## src/hdl/fcm_pkg.sv

```systemverilog
// shared types and constants of the felics context modeler
`default_nettype none

package fcm_pkg;

  localparam int LINE_WIDTH = 256;
  localparam int NUM_K      = 8;
  localparam int NUM_ROWS   = 256;

  localparam int COL_W  = $clog2(LINE_WIDTH);
  localparam int ROW_W  = $clog2(NUM_ROWS);
  localparam int K_W    = $clog2(NUM_K);
  localparam int NUM_KP = 1 << K_W;
  localparam int PIX_W  = 8;
  localparam int SUM_W  = 25;
  localparam int SIZE_W = 9;
  localparam int RICE_W = 3;

  localparam logic [SUM_W-1:0]  SUM_MAX       = {SUM_W{1'b1}};
  localparam logic [RICE_W-1:0] FIXED_K_RESET = 3'd2;

  typedef enum logic [1:0] {
    TOK_RAW   = 2'd0,
    TOK_IN    = 2'd1,
    TOK_BELOW = 2'd2,
    TOK_ABOVE = 2'd3
  } tok_kind_e;

  typedef enum logic [0:0] {
    CFG_USE_FIXED_K = 1'b0,
    CFG_FIXED_K     = 1'b1
  } cfg_idx_e;

  // update request to the cost bank
  typedef struct packed {
    logic             upd;
    logic             clr;
    logic [PIX_W-1:0] distance;
  } cost_cmd_t;

  // pixel context held between the line store read and the token stage
  typedef struct packed {
    logic [PIX_W-1:0] pixel;
    logic [COL_W-1:0] col;
    logic             col_zero;
    logic             col_one;
    logic             first_row;
    logic             last;
  } pix_ctx_t;

endpackage

`default_nettype wire

```

## src/hdl/fcm_ram.sv

```systemverilog
// generic simple dual-port ram with registered read
`default_nettype none

module fcm_ram #(
  parameter int WIDTH = 8,
  parameter int DEPTH = 256
) (
  input  wire logic                     clk_i,
  input  wire logic                     we_i,
  input  wire logic [$clog2(DEPTH)-1:0] waddr_i,
  input  wire logic [WIDTH-1:0]         wdata_i,
  input  wire logic                     re_i,
  input  wire logic [$clog2(DEPTH)-1:0] raddr_i,
  output logic      [WIDTH-1:0]         rdata_o
);

  logic [WIDTH-1:0] mem_q [DEPTH];
  logic [WIDTH-1:0] rdata_q;

  always_ff @(posedge clk_i) begin
    if (we_i) begin
      mem_q[waddr_i] <= wdata_i;
    end
    if (re_i) begin
      rdata_q <= mem_q[raddr_i];
    end
  end

  assign rdata_o = rdata_q;

endmodule

`default_nettype wire

```

## src/hdl/fcm_cost_bank.sv

```systemverilog
// running rice cost sums with argmin selection
`default_nettype none

module fcm_cost_bank
  import fcm_pkg::*;
(
  input  wire logic      clk_i,
  input  wire logic      rst_ni,
  input  wire cost_cmd_t cmd_i,
  output logic [K_W-1:0] best_k_o
);

  logic [SUM_W-1:0] sums_q [NUM_K];
  logic [SUM_W-1:0] sums_d [NUM_K];
  logic [SUM_W-1:0] node_v [2*NUM_KP-1];
  logic [K_W-1:0]   node_i [2*NUM_KP-1];

  // comparison tree, the right child wins only when strictly smaller
  always_comb begin
    for (int i = 0; i < NUM_KP; i++) begin
      node_v[NUM_KP-1+i] = (i < NUM_K) ? sums_q[i] : SUM_MAX;
      node_i[NUM_KP-1+i] = K_W'(i);
    end
    for (int n = NUM_KP - 2; n >= 0; n--) begin
      if (node_v[2*n+2] < node_v[2*n+1]) begin
        node_v[n] = node_v[2*n+2];
        node_i[n] = node_i[2*n+2];
      end else begin
        node_v[n] = node_v[2*n+1];
        node_i[n] = node_i[2*n+1];
      end
    end
  end

  assign best_k_o = node_i[0];

  // lane i adds (d >> i) + 1 + i, saturating
  always_comb begin
    logic [SUM_W:0] lane;
    for (int i = 0; i < NUM_K; i++) begin
      lane = {1'b0, sums_q[i]} + (SUM_W+1)'(cmd_i.distance >> i) + (SUM_W+1)'(i + 1);
      sums_d[i] = sums_q[i];
      if (cmd_i.upd) begin
        sums_d[i] = lane[SUM_W] ? SUM_MAX : lane[SUM_W-1:0];
      end
      if (cmd_i.clr) begin
        sums_d[i] = '0;
      end
    end
  end

  always_ff @(posedge clk_i or negedge rst_ni) begin
    if (!rst_ni) begin
      for (int i = 0; i < NUM_K; i++) begin
        sums_q[i] <= '0;
      end
    end else begin
      for (int i = 0; i < NUM_K; i++) begin
        sums_q[i] <= sums_d[i];
      end
    end
  end

`ifndef SYNTHESIS
  a_clear_zeroes: assert property (@(posedge clk_i) disable iff (!rst_ni)
    cmd_i.clr |=> sums_q[0] == '0 && sums_q[NUM_K-1] == '0)
    else $error("cost sums not cleared at image end");

  a_update_grows: assert property (@(posedge clk_i) disable iff (!rst_ni)
    cmd_i.upd && !cmd_i.clr |=> sums_q[NUM_K-1] != '0)
    else $error("cost sum did not grow on update");

  a_idle_holds: assert property (@(posedge clk_i) disable iff (!rst_ni)
    !cmd_i.upd && !cmd_i.clr |=> $stable(best_k_o))
    else $error("best k changed without an update");
`endif

endmodule

`default_nettype wire

```

## src/hdl/felics_context_modeler.sv

```systemverilog
// felics context modeler top level: line store, token stage and output register
//
//   channel   dir  handshake                      payload
//   s_axis    in   s_axis_tvalid / s_axis_tready  tdata[7:0] pixel
//   m_axis    out  m_axis_tvalid / m_axis_tready  tdata code, size, k; tuser kind; tlast end
//   cfg       in   cfg_valid_i / cfg_ready_o      cfg_index_i, cfg_data_i
//
// one pixel per clock sustained while the output is not stalled; a token passes from its pixel
// transfer through the line store read and the token compute into the output register
// the cost update and eight-way minimum close in the token stage, so k always sees
// the sums left by the token before
// reset clears counters, cost sums and pipeline valids; the line store needs no clear
// a stalled output register holds the token stage, and the input stalls with it
`default_nettype none

module felics_context_modeler
  import fcm_pkg::*;
(
  input  wire logic        clk_i,
  input  wire logic        rst_ni,
  // pixel input
  input  wire logic        s_axis_tvalid,
  output logic             s_axis_tready,
  input  wire logic [7:0]  s_axis_tdata,   // [7:0] pixel
  // token output
  output logic             m_axis_tvalid,
  input  wire logic        m_axis_tready,
  output logic [23:0]      m_axis_tdata,   // [7:0] code_value, [16:8] range_size,
                                           // [19:17] rice_k, [23:20] zero
  output logic [1:0]       m_axis_tuser,   // [1:0] token_kind
  output logic             m_axis_tlast,   // image_end
  // register writes
  input  wire logic        cfg_valid_i,
  output logic             cfg_ready_o,
  input  wire logic [0:0]  cfg_index_i,
  input  wire logic [2:0]  cfg_data_i
);

  // configuration
  logic              use_fixed_q;
  logic [RICE_W-1:0] fixed_k_q;
  logic              cfg_write;

  // position counters
  logic [COL_W-1:0] col_q, col_d;
  logic [ROW_W-1:0] row_q, row_d;
  logic             col_wrap;
  logic             in_last;

  // pipeline control
  logic     s_accept;
  logic     s1_free;
  logic     s1_move;
  logic     out_en;
  logic     s1_valid_q;
  pix_ctx_t s1_q;

  // neighbor registers of the current and previous row
  logic [PIX_W-1:0] left1_q, left2_q, right1_q;
  logic [PIX_W-1:0] above;

  // token stage
  logic [PIX_W-1:0]  n1, n2, hi, lo, code, distance;
  logic [SIZE_W-1:0] size;
  logic [RICE_W-1:0] k_sel;
  logic [K_W+RICE_W-1:0] best_wide;
  logic [K_W-1:0]    best_k;
  logic              raw;
  tok_kind_e         kind;
  cost_cmd_t         cost_cmd;

  // output register
  logic              out_valid_q;
  tok_kind_e         out_kind_q;
  logic [PIX_W-1:0]  out_code_q;
  logic [SIZE_W-1:0] out_size_q;
  logic [RICE_W-1:0] out_k_q;
  logic              out_last_q;

  // ---------------------------------------------------------------------------
  // configuration registers, always ready

  assign cfg_ready_o = 1'b1;
  assign cfg_write   = cfg_valid_i && cfg_ready_o;

  always_ff @(posedge clk_i or negedge rst_ni) begin
    if (!rst_ni) begin
      use_fixed_q <= 1'b0;
      fixed_k_q   <= FIXED_K_RESET;
    end else if (cfg_write) begin
      unique case (cfg_idx_e'(cfg_index_i))
        CFG_USE_FIXED_K: use_fixed_q <= cfg_data_i[0];
        CFG_FIXED_K:     fixed_k_q   <= cfg_data_i;
      endcase
    end
  end

  // ---------------------------------------------------------------------------
  // handshake: the token stage moves when the output register is free or drains

  assign out_en        = !out_valid_q || m_axis_tready;
  assign s1_move       = s1_valid_q && out_en;
  assign s1_free       = !s1_valid_q || out_en;
  assign s_axis_tready = s1_free;
  assign s_accept      = s_axis_tvalid && s1_free;

  // ---------------------------------------------------------------------------
  // raster position, advanced on each input transfer

  assign col_wrap = (col_q == COL_W'(LINE_WIDTH - 1));
  assign in_last  = col_wrap && (row_q == ROW_W'(NUM_ROWS - 1));

  always_comb begin
    col_d = col_q + COL_W'(1);
    row_d = row_q;
    if (col_wrap) begin
      col_d = '0;
      row_d = in_last ? '0 : row_q + ROW_W'(1);
    end
  end

  always_ff @(posedge clk_i or negedge rst_ni) begin
    if (!rst_ni) begin
      col_q <= '0;
      row_q <= '0;
    end else if (s_accept) begin
      col_q <= col_d;
      row_q <= row_d;
    end
  end

  // ---------------------------------------------------------------------------
  // line store: read the pixel above at transfer, write the pixel in the token stage

  fcm_ram #(
    .WIDTH (PIX_W),
    .DEPTH (LINE_WIDTH)
  ) u_line_store (
    .clk_i   (clk_i),
    .we_i    (s1_move),
    .waddr_i (s1_q.col),
    .wdata_i (s1_q.pixel),
    .re_i    (s_accept),
    .raddr_i (col_q),
    .rdata_o (above)
  );

  always_ff @(posedge clk_i or negedge rst_ni) begin
    if (!rst_ni) begin
      s1_valid_q <= 1'b0;
    end else if (s1_free) begin
      s1_valid_q <= s_accept;
    end
  end

  always_ff @(posedge clk_i) begin
    if (s_accept) begin
      s1_q.pixel     <= s_axis_tdata;
      s1_q.col       <= col_q;
      s1_q.col_zero  <= (col_q == '0);
      s1_q.col_one   <= (col_q == COL_W'(1));
      s1_q.first_row <= (row_q == '0);
      s1_q.last      <= in_last;
    end
  end

  // left pixels of this row and column one of the row before
  always_ff @(posedge clk_i) begin
    if (s1_move) begin
      left1_q <= s1_q.pixel;
      left2_q <= left1_q;
      if (s1_q.col_one) begin
        right1_q <= s1_q.pixel;
      end
    end
  end

  // ---------------------------------------------------------------------------
  // neighbor selection per edge rules

  always_comb begin
    n1  = left1_q;
    n2  = left1_q;
    raw = 1'b0;
    if (!s1_q.first_row) begin
      if (s1_q.col_zero) begin
        // above and above-right
        n1 = above;
        n2 = right1_q;
      end else begin
        n2 = above;
      end
    end else if (s1_q.col_zero) begin
      raw = 1'b1;
    end else if (!s1_q.col_one) begin
      n2 = left2_q;
    end
  end

  // ---------------------------------------------------------------------------
  // classification against [lo, hi]

  assign hi = (n1 > n2) ? n1 : n2;
  assign lo = (n1 > n2) ? n2 : n1;

  always_comb begin
    kind     = TOK_RAW;
    code     = s1_q.pixel;
    size     = '0;
    distance = '0;
    if (!raw) begin
      if (s1_q.pixel < lo) begin
        kind     = TOK_BELOW;
        distance = lo - s1_q.pixel - PIX_W'(1);
        code     = distance;
      end else if (s1_q.pixel > hi) begin
        kind     = TOK_ABOVE;
        distance = s1_q.pixel - hi - PIX_W'(1);
        code     = distance;
      end else begin
        kind = TOK_IN;
        code = s1_q.pixel - lo;
        size = SIZE_W'(hi) - SIZE_W'(lo) + SIZE_W'(1);
      end
    end
  end

  // ---------------------------------------------------------------------------
  // cost sums: update on out-of-range tokens, clear after the last pixel

  assign cost_cmd.upd      = s1_move && (kind == TOK_BELOW || kind == TOK_ABOVE);
  assign cost_cmd.clr      = s1_move && s1_q.last;
  assign cost_cmd.distance = distance;

  fcm_cost_bank u_cost_bank (
    .clk_i    (clk_i),
    .rst_ni   (rst_ni),
    .cmd_i    (cost_cmd),
    .best_k_o (best_k)
  );

  // widen then keep the low rice bits, whatever the index width
  assign best_wide = {{RICE_W{1'b0}}, best_k};
  assign k_sel     = use_fixed_q ? fixed_k_q : best_wide[RICE_W-1:0];

  // ---------------------------------------------------------------------------
  // output register

  always_ff @(posedge clk_i or negedge rst_ni) begin
    if (!rst_ni) begin
      out_valid_q <= 1'b0;
    end else if (out_en) begin
      out_valid_q <= s1_valid_q;
    end
  end

  always_ff @(posedge clk_i) begin
    if (s1_move) begin
      out_kind_q <= kind;
      out_code_q <= code;
      out_size_q <= size;
      out_k_q    <= (kind == TOK_BELOW || kind == TOK_ABOVE) ? k_sel : '0;
      out_last_q <= s1_q.last;
    end
  end

  assign m_axis_tvalid = out_valid_q;
  assign m_axis_tdata  = {4'b0000, out_k_q, out_size_q, out_code_q};
  assign m_axis_tuser  = out_kind_q;
  assign m_axis_tlast  = out_last_q;

`ifndef SYNTHESIS
  a_stage_holds: assert property (@(posedge clk_i) disable iff (!rst_ni)
    s1_valid_q && !out_en |=> s1_valid_q && $stable(s1_q.pixel))
    else $error("token stage lost its pixel while stalled");

  a_in_range_fits: assert property (@(posedge clk_i) disable iff (!rst_ni)
    out_valid_q && out_kind_q == TOK_IN |-> out_size_q != '0 &&
      SIZE_W'(out_code_q) < out_size_q)
    else $error("in-range offset outside range size");

  a_image_wrap: assert property (@(posedge clk_i) disable iff (!rst_ni)
    s_accept && in_last |=> col_q == '0 && row_q == '0)
    else $error("raster position did not wrap at image end");
`endif

endmodule

`default_nettype wire
```

## config.mk

```make
export PLATFORM = sky130hd
export DESIGN_NAME = felics_context_modeler
export DESIGN_NICKNAME = d
export VERILOG_FILES = /design/src/hdl/fcm_pkg.sv /design/src/hdl/fcm_ram.sv /design/src/hdl/fcm_cost_bank.sv /design/src/hdl/felics_context_modeler.sv
export SDC_FILE = /design/constraint.sdc
export NUM_CORES = 2
export LEC_CHECK = 0
export BUFFER_PORTS_ARGS = -buffer_cell sky130_fd_sc_hd__buf_2
export CORE_UTILIZATION = 45
export CTS_BUF_LIST = sky130_fd_sc_hd__clkbuf_2
export CTS_CLUSTER_DIAMETER = 100
export DETAILED_ROUTE_END_ITERATION = 7
export PLACE_DENSITY_LB_ADDON = 0.05
export SETUP_SLACK_MARGIN = 0.15
export SYNTH_ARGS = -nofsm -noshare
export SYNTH_HDL_FRONTEND = slang
export SYNTH_SLANG_ARGS = --single-unit
```

## constraint.sdc

```tcl
create_clock -name clk_i -period 13.15 [get_ports clk_i]
set_clock_uncertainty 0.2 [all_clocks]
set_input_delay 1.9725 -clock clk_i [delete_from_list [all_inputs] [get_ports clk_i]]
set_output_delay 1.9725 -clock clk_i [all_outputs]
set_load 0.02 [all_outputs]
```

* Word-level counts from Yosys, hierarchy flattened
Memory sizes are Yosys's and may differ from the RTL's. A register that Yosys moved wholly into a read port is not among the register bits. Cells that the tools add are included.
Word-level totals: memories kept 1, bits in writable memories 2048, bits in registers 289, logic and storage cells 149, output and inout port bits 30
Cells by class: magnitude comparators 10, multiplexer cells 61, reductions and logical operators 18, equal/unequal tests 5, add/subtract/negate cells 25, bitwise operators 1
Memories:
- u_line_store.mem_q | words 256, bits a word 8, rd ports 1, clocked after Yosys merged registers in 1, wr ports 1, line fcm_ram.sv:17 | logic [WIDTH-1:0] mem_q [DEPTH];
Operators by type and width (count):
- $mux 25 | 30
- $lt 25x25->1 | 7
- $mux 8 | 16
- $add 26x3->26 const B | 4
- $add 26x2->26 const B | 2
- $add 25x1->26 | 1
- $add 25x2->26 | 1
- $add 25x3->26 | 1
- $add 25x4->26 | 1
- $add 25x5->26 | 1
- $add 25x6->26 | 1
- $add 25x7->26 | 1
- $add 25x8->26 | 1
- $add 26x1->26 const B | 1
- $add 26x4->26 const B | 1
- $sub 8x8->8 | 3
- $add 8x1->8 const B | 2
- $eq 8x8->1 const B | 2
- $gt 8x8->1 | 2
- $logic_not 8->1 | 2
- $sub 8x1->8 const B | 2
- $mux 3 | 4
- $add 9x1->9 const B | 1
- $sub 8x8->9 | 1
- other kinds (12) | 32

* Depth between registers and ports, before layout
depth in word-level cells 15, mapped depth 43

* Hierarchy
Synthesis repeated with hierarchy kept, for this count alone.
Second synthesis, totals: cell total of the unflattened synthesis 6470, area, all modules 102859.9 µm²
Modules (own cells, without submodules):
- fcm_ram | times used 1, area each 79636.4 µm², cells each 3733, sequential area each 61739.2 µm²
- fcm_cost_bank | times used 1, area each 17465.5 µm², cells each 2183, sequential area each 5004.8 µm²
- felics_context_modeler | times used 1, area each 5758.0 µm², cells each 554, sequential area each 2563.7 µm²

* Worst setup path before layout
No wires, ideal clock.
path type register to register, from reg s1_q[12] (netlist name), to reg u_cost_bank.sums_q (netlist bit u_cost_bank.node_v[116]), cell stages (with the launch flop) 27, data required time 12.829 ns, data arrival time 8.477 ns, clock period less this slack 8.798 ns, setup slack 4.352 ns, setup time 0.121 ns, cell sequence edfxtp_1 > inv_1 > ha_1 > inv_1 > fa_1 > a21o_1 > a21oi_1 > nor2b_1 > o21ai_0 > a21oi_1 > nand2_1 > a211oi_1 > o21ai_0 > inv_1 > ha_1 > ha_1 > fa_1 > a21oi_1 > o21bai_1 > a21oi_1 > nor3_1 > and3_1 > nand3_1 > or3_1 > clkbuf_1 > o21ai_0 > a22o_1
Between the ends: longest elaborated chain between the ends 10, elaborated cells between the ends (all ways) 22, classes of those cells 6 x add/sub; 2 x order compare; 2 x eq/ne; 9 x mux; 3 x reduce/logical
Ends and longest elaborated chain:
- from (decl) | line felics_context_modeler.sv:56 | pix_ctx_t s1_q;
- $sub 8x8->8 | line felics_context_modeler.sv:218 | distance = s1_q.pixel - hi - PIX_W'(1);
- $sub 8x1->8 | line felics_context_modeler.sv:218
- $mux 8 | line felics_context_modeler.sv:216 | end else if (s1_q.pixel > hi) begin
- $mux 8 | line felics_context_modeler.sv:212 | if (s1_q.pixel < lo) begin
- $mux 8 | line felics_context_modeler.sv:211 | if (!raw) begin
- $add 25x5->26 | line fcm_cost_bank.sv:41 | lane = {1'b0, sums_q[i]} + (SUM_W+1)'(cmd_i.distance >> i) + (SUM_W+1)'(i + 1);
- $add 26x3->26 | line fcm_cost_bank.sv:41
- $mux 25 | line fcm_cost_bank.sv:44 | sums_d[i] = lane[SUM_W] ? SUM_MAX : lane[SUM_W-1:0];
- $mux 25 | line fcm_cost_bank.sv:43 | if (cmd_i.upd) begin
- $mux 25 | line fcm_cost_bank.sv:46 | if (cmd_i.clr) begin
- to (signal, indexed assignment) | line fcm_cost_bank.sv:59 | sums_q[i] <= sums_d[i];
- to (decl) | line fcm_cost_bank.sv:13 | logic [SUM_W-1:0] sums_q [NUM_K];
Parallel ways exist; a longest one is shown, timed or not. The select of a mux whose other input is x is not followed. A chain may end at the register's enable or synchronous reset.

* Worst setup path after layout
from reg s1_q[3] (netlist name), to reg u_cost_bank.sums_q (netlist bit u_cost_bank.node_v[139])
Between the ends: longest elaborated chain between the ends 14, elaborated cells between the ends (all ways) 32, classes of those cells 6 x add/sub; 3 x order compare; 2 x eq/ne; 18 x mux; 3 x reduce/logical
Ends and longest elaborated chain:
- $mux 8 (on tied branches) | line felics_context_modeler.sv:186, felics_context_modeler.sv:193
- $mux 8 | line felics_context_modeler.sv:185 | if (!s1_q.first_row) begin
- $gt 8x8->1 | line felics_context_modeler.sv:203, felics_context_modeler.sv:204
- $mux 8 | line felics_context_modeler.sv:203 | assign hi = (n1 > n2) ? n1 : n2;
- $sub 8x8->8 | line felics_context_modeler.sv:218
- $sub 8x1->8 | line felics_context_modeler.sv:218
- $mux 8 | line felics_context_modeler.sv:216
- $mux 8 | line felics_context_modeler.sv:212
- $mux 8 | line felics_context_modeler.sv:211
- $add 25x6->26 | line fcm_cost_bank.sv:41
- $add 26x2->26 | line fcm_cost_bank.sv:41
- $mux 25 | line fcm_cost_bank.sv:44
- $mux 25 | line fcm_cost_bank.sv:43
- $mux 25 | line fcm_cost_bank.sv:46
Parallel ways exist; a longest one is shown, timed or not. The select of a mux whose other input is x is not followed.

==> results.py <==
metrics = {
    "clock_network": {
        "clock-sinks": 2345,
        "insertion_delay_ns": 1.94,
        "htreeDepth": 6,
        "cts_buffer_depth": 4,
        "cts_tree": "yes",
        "clkSlewWorstSetupHoldPaths_ns": 0.12,
        "clockRootBuffer": "clkbuf_2",
        "post_cts_buffers": 0,
        "cts_made_buffers": 635,
    },
    "power": {
        "ir_drop_v": 0.000183,
        "p_leak_nw": 38.5,
        "powerDensity_mw_per_mm2": 195,
        "p_int_mw": 13.8,
        "power_mw": 21.8,
        "p_sw_share_pct": 36.9,
        "seq_power_share_pct": 39.2,
        "comb_power_share_pct": 37.2,
        "p_clk_share_pct": 23.6,
        "p_switching_mw": 8.05,
    },
    "yosys": {
        "yosysTopAreaCell": "edfxtp_1",
        "ys_types": 80,
        "synth_edf_count": 2123,
        "synth_cells": 6065,
        "synthArstFlopShare_pct": 9.47,
        "synth_seq_area_share_pct": 67.5,
        "synth_seq_cells": 2345,
        "synth_ff_type": "edfxtp_1",
        "yosysWarnings": 0,
        "synth_top_cell_area_share_pct": 62.0,
        "syn_area_mm2": 0.103,
        "synthTopCellsByArea": "edfxtp_1, mux4_2, dfrtp_1, ha_1, nor2_1",
        "synth_area_per_cell_um2": 16.9,
    },
    "min_path": {
        "hp-start": "cfg_index_i",
        "hold_end": "fixed_k_q[1]",
        "hold_depth": 3,
        "worstHoldPathType": "input port to register",
    },
    "timing": {
        "clock.fmax_mhz": 95.4,
        "finalMaxSlewViolations": 0,
        "fin_ws_ns": 2.66,
        "fin_crit_sh_pct": 79.8,
        "hold_viol": 0,
        "max-slew-margin-rel_pct": 13.6,
        "tns_ns": 0,
        "worstMarginPinSlew_ns": 1.30,
        "rsz0062_at_grt": "false",
        "fin_crit_ns": 10.49,
        "finalSetupViolCount": 0,
    },
    "route": {
        "via_count": 58100,
        "detail_route.iter0.violations": 4868,
        "wl_per_cell_um": 27.9,
        "dr.pass1.iters": 6,
        "antenna_left": 0,
        "drc": 0,
        "via_per_inst": 5.83,
        "wl_um": 278000,
    },
    "setup_path": {
        "worst_r2r_endpoint": "u_cost_bank.node_v[139]",
        "worst_r2r_path_depth": 32,
        "startpoint_type": "register",
        "critPathCaptureType": "register",
        "slowest_stage": "nor2_1",
        "reg2reg_from": "s1_q[3]",
        "critPathMaxStageDelay_ns": 0.90,
        "cp.arrival_ns": 11.91,
        "r2r_setup_slack_ns": 2.66,
        "worstPathMaxFanout": 23,
        "critPathRequiredTime_ns": 14.57,
        "criticalPathCategory": "register to register",
    },
    "floorplanning": {
        "rows": 175,
        "dieArea_mm2": 0.230,
        "initial_core_util_pct": 45.3,
        "core_mm2": 0.227,
        "dieWidth_um": 480,
        "dieHeight_um": 480,
        "ios": 47,
    },
    "global_routing": {
        "grt_usage_pct": 24.2,
        "antenna_found_initial": 7,
        "grt_remaining_overflow": 0,
        "grt_pass1_vias": 59000,
        "grt_pass1_wl_um": 407000,
        "grt_max_degree": 214,
        "use_met3_pct": 3.98,
        "met1_usage_pct": 34.0,
        "busiest_layer": "met2",
        "grt_use_met2_pct": 38.8,
    },
    "place": {
        "hpwlAfterDp_um": 167000,
        "place_congestion": 0.848,
        "post_dp_cell_area_mm2": 0.106,
        "port_buffers": 41,
        "post-place-ws_ns": 3.01,
    },
    "final_layout": {
        "nets": 6824,
        "layout-area-overhead-vs-synth_pct": 9.11,
        "drive_above_1_share_pct": 26.8,
        "fin_area_mm2": 0.112,
        "num-fill-cells": 19300,
    },
    "job": {
        "drv_cap": 0,
    },
    "run_status": {
        "outcome": "completed",
    },
}
[per-layer routing]
layer	routed length (um)	part of all wire (%)	vias to the layer above
met4	6120	2.2	0
met5	0	0	-
met2	135000	49	1750
met3	13900	5.0	401
li1	-	-	25600
met1	122000	44	30300
[power by group through the flow]
stage               combinational [mW]  clock, mW  sequential (mW)
global placement                  8.19          0             8.72
global route                      8.78       5.68             8.58
detailed placement                8.21          0             8.72
finish                            8.13       5.14             8.55
floorplan                         5.53          0             8.67
CTS                               8.24       5.32             8.55
[timing repair]
action | in CTS | in global routing
gates resized for setup | 0 | 0
setup endpoints to repair | 0 | 0
hold endpoints to repair | 108 | 0
hold buffers | 17 | 0
[critical path: cells and delay by family, from the launching register on]
family / cells / cell delay [ns]
multiplexers: 2 / 0.79
adder cells (fa/ha/maj): 5 / 1.70
buffers and inverters: 3 / 0.41
AO/OA/AOI/OAI: 13 / 2.47
flip-flops: 1 / 0.72
AND/OR/NAND/NOR: 9 / 3.84
[kinds of logic (layout without fill, tap and decap cells)]
| logic type | count (synthesis) | in the layout | synth area share [%] |
|---|---|---|---|
| adder cells (fa/ha/maj) | 288 | 288 | 3.59 |
| XOR/XNOR | 49 | 49 | 0.418 |
| buffers and inverters | 574 | 1447 | 2.21 |
| multiplexers | 754 | 754 | 15.6 |
| AO/OA/AOI/OAI | 994 | 994 | 5.98 |
| AND/OR/NAND/NOR | 1059 | 1059 | 4.69 |
| flip-flops | 2345 | 2345 | 67.5 |
| other | 2 | 20 | 0.00731 |
[synth_stat cells, types with 56 or more instances]
cell type / n
inv_1: 242
nand3_1: 110
clkbuf_1: 234
o21ai_0: 320
a21oi_1: 274
nand4_1: 56
mux4_2: 680
nand2_1: 233
ha_1: 277
dfrtp_1: 221
edfxtp_1: 2123
a21o_1: 77
nor2_1: 437
[how the worst max path moves through the flow]
stage	startpoint	slack, ns	to
after floorplan	s1_q[12]	4.35	u_cost_bank.node_v[116]
after global placement	s1_q[3]	3.15	u_cost_bank.node_v[133]
after detailed placement	s1_q[3]	3.01	u_cost_bank.node_v[139]
after CTS	s1_q[3]	2.75	u_cost_bank.node_v[139]
after global routing	s1_q[3]	1.90	u_cost_bank.node_v[139]
final	s1_q[3]	2.66	u_cost_bank.node_v[139]
[final cells by class]
type / count / area [um^2] / area share [%]
inverters: 244 / 917 / 0.818
flip-flops and latches: 2345 / 69300 / 61.8
well taps: 3009 / 3760 / 3.36
repair buffers: 144 / 1210 / 1.08
clock buffers: 938 / 4690 / 4.19
clock inverters: 121 / 827 / 0.738
diodes: 15 / 37.5 / 0.0335
multi-input cells: 3149 / 31300 / 28.0
[flip-flops by register name (all words and copies together) (netlist names), 9 cells and up]
signal,flops
u_line_store.mem_q,2048
out_size_q,9
s1_q,20
u_cost_bank.node_v,200
[cells in the final DEF (no fill, tap or decap), types with 17 or more instances in the layout]
master,synthesis,final
dfrtp_1,221,215
o21bai_1,18,18
a21oi_1,274,273
o22a_1,17,17
o21ai_0,320,320
mux4_2,680,680
xnor2_1,35,35
ha_1,277,277
and3_1,31,31
clkinv_1,2,79
nor2_1,437,433
o2bb2ai_1,25,25
buf_2,51,40
mux2_2,19,19
dlygate4sd3_1,0,17
nor4_1,23,23
clkbuf_2,1,938
nand2_1,233,232
a21o_1,77,77
inv_1,242,241
a31oi_1,29,27
mux2i_1,55,55
o31ai_1,47,46
edfxtp_1,2123,2123
nand3_1,110,101
and2_1,17,17
a22o_1,52,52
buf_4,11,72
a211oi_1,27,25
nor3_1,53,53
nand4_1,56,56
nor2b_1,30,30
and4_1,18,18
[stage by stage]
stage / util [%] / hold slack [ns] / std cells
after CTS: 49.4 / 0.0561 / 9950
after global routing: 49.4 / 0.0586 / 9962
after floorplan: - / 0.223 / 6068
final: 49.4 / 0.285 / 9965
after global placement: 46.9 / 0.279 / 8874
after detailed placement: 46.9 / 0.282 / 8874
(Power assumes the default switching activity.)
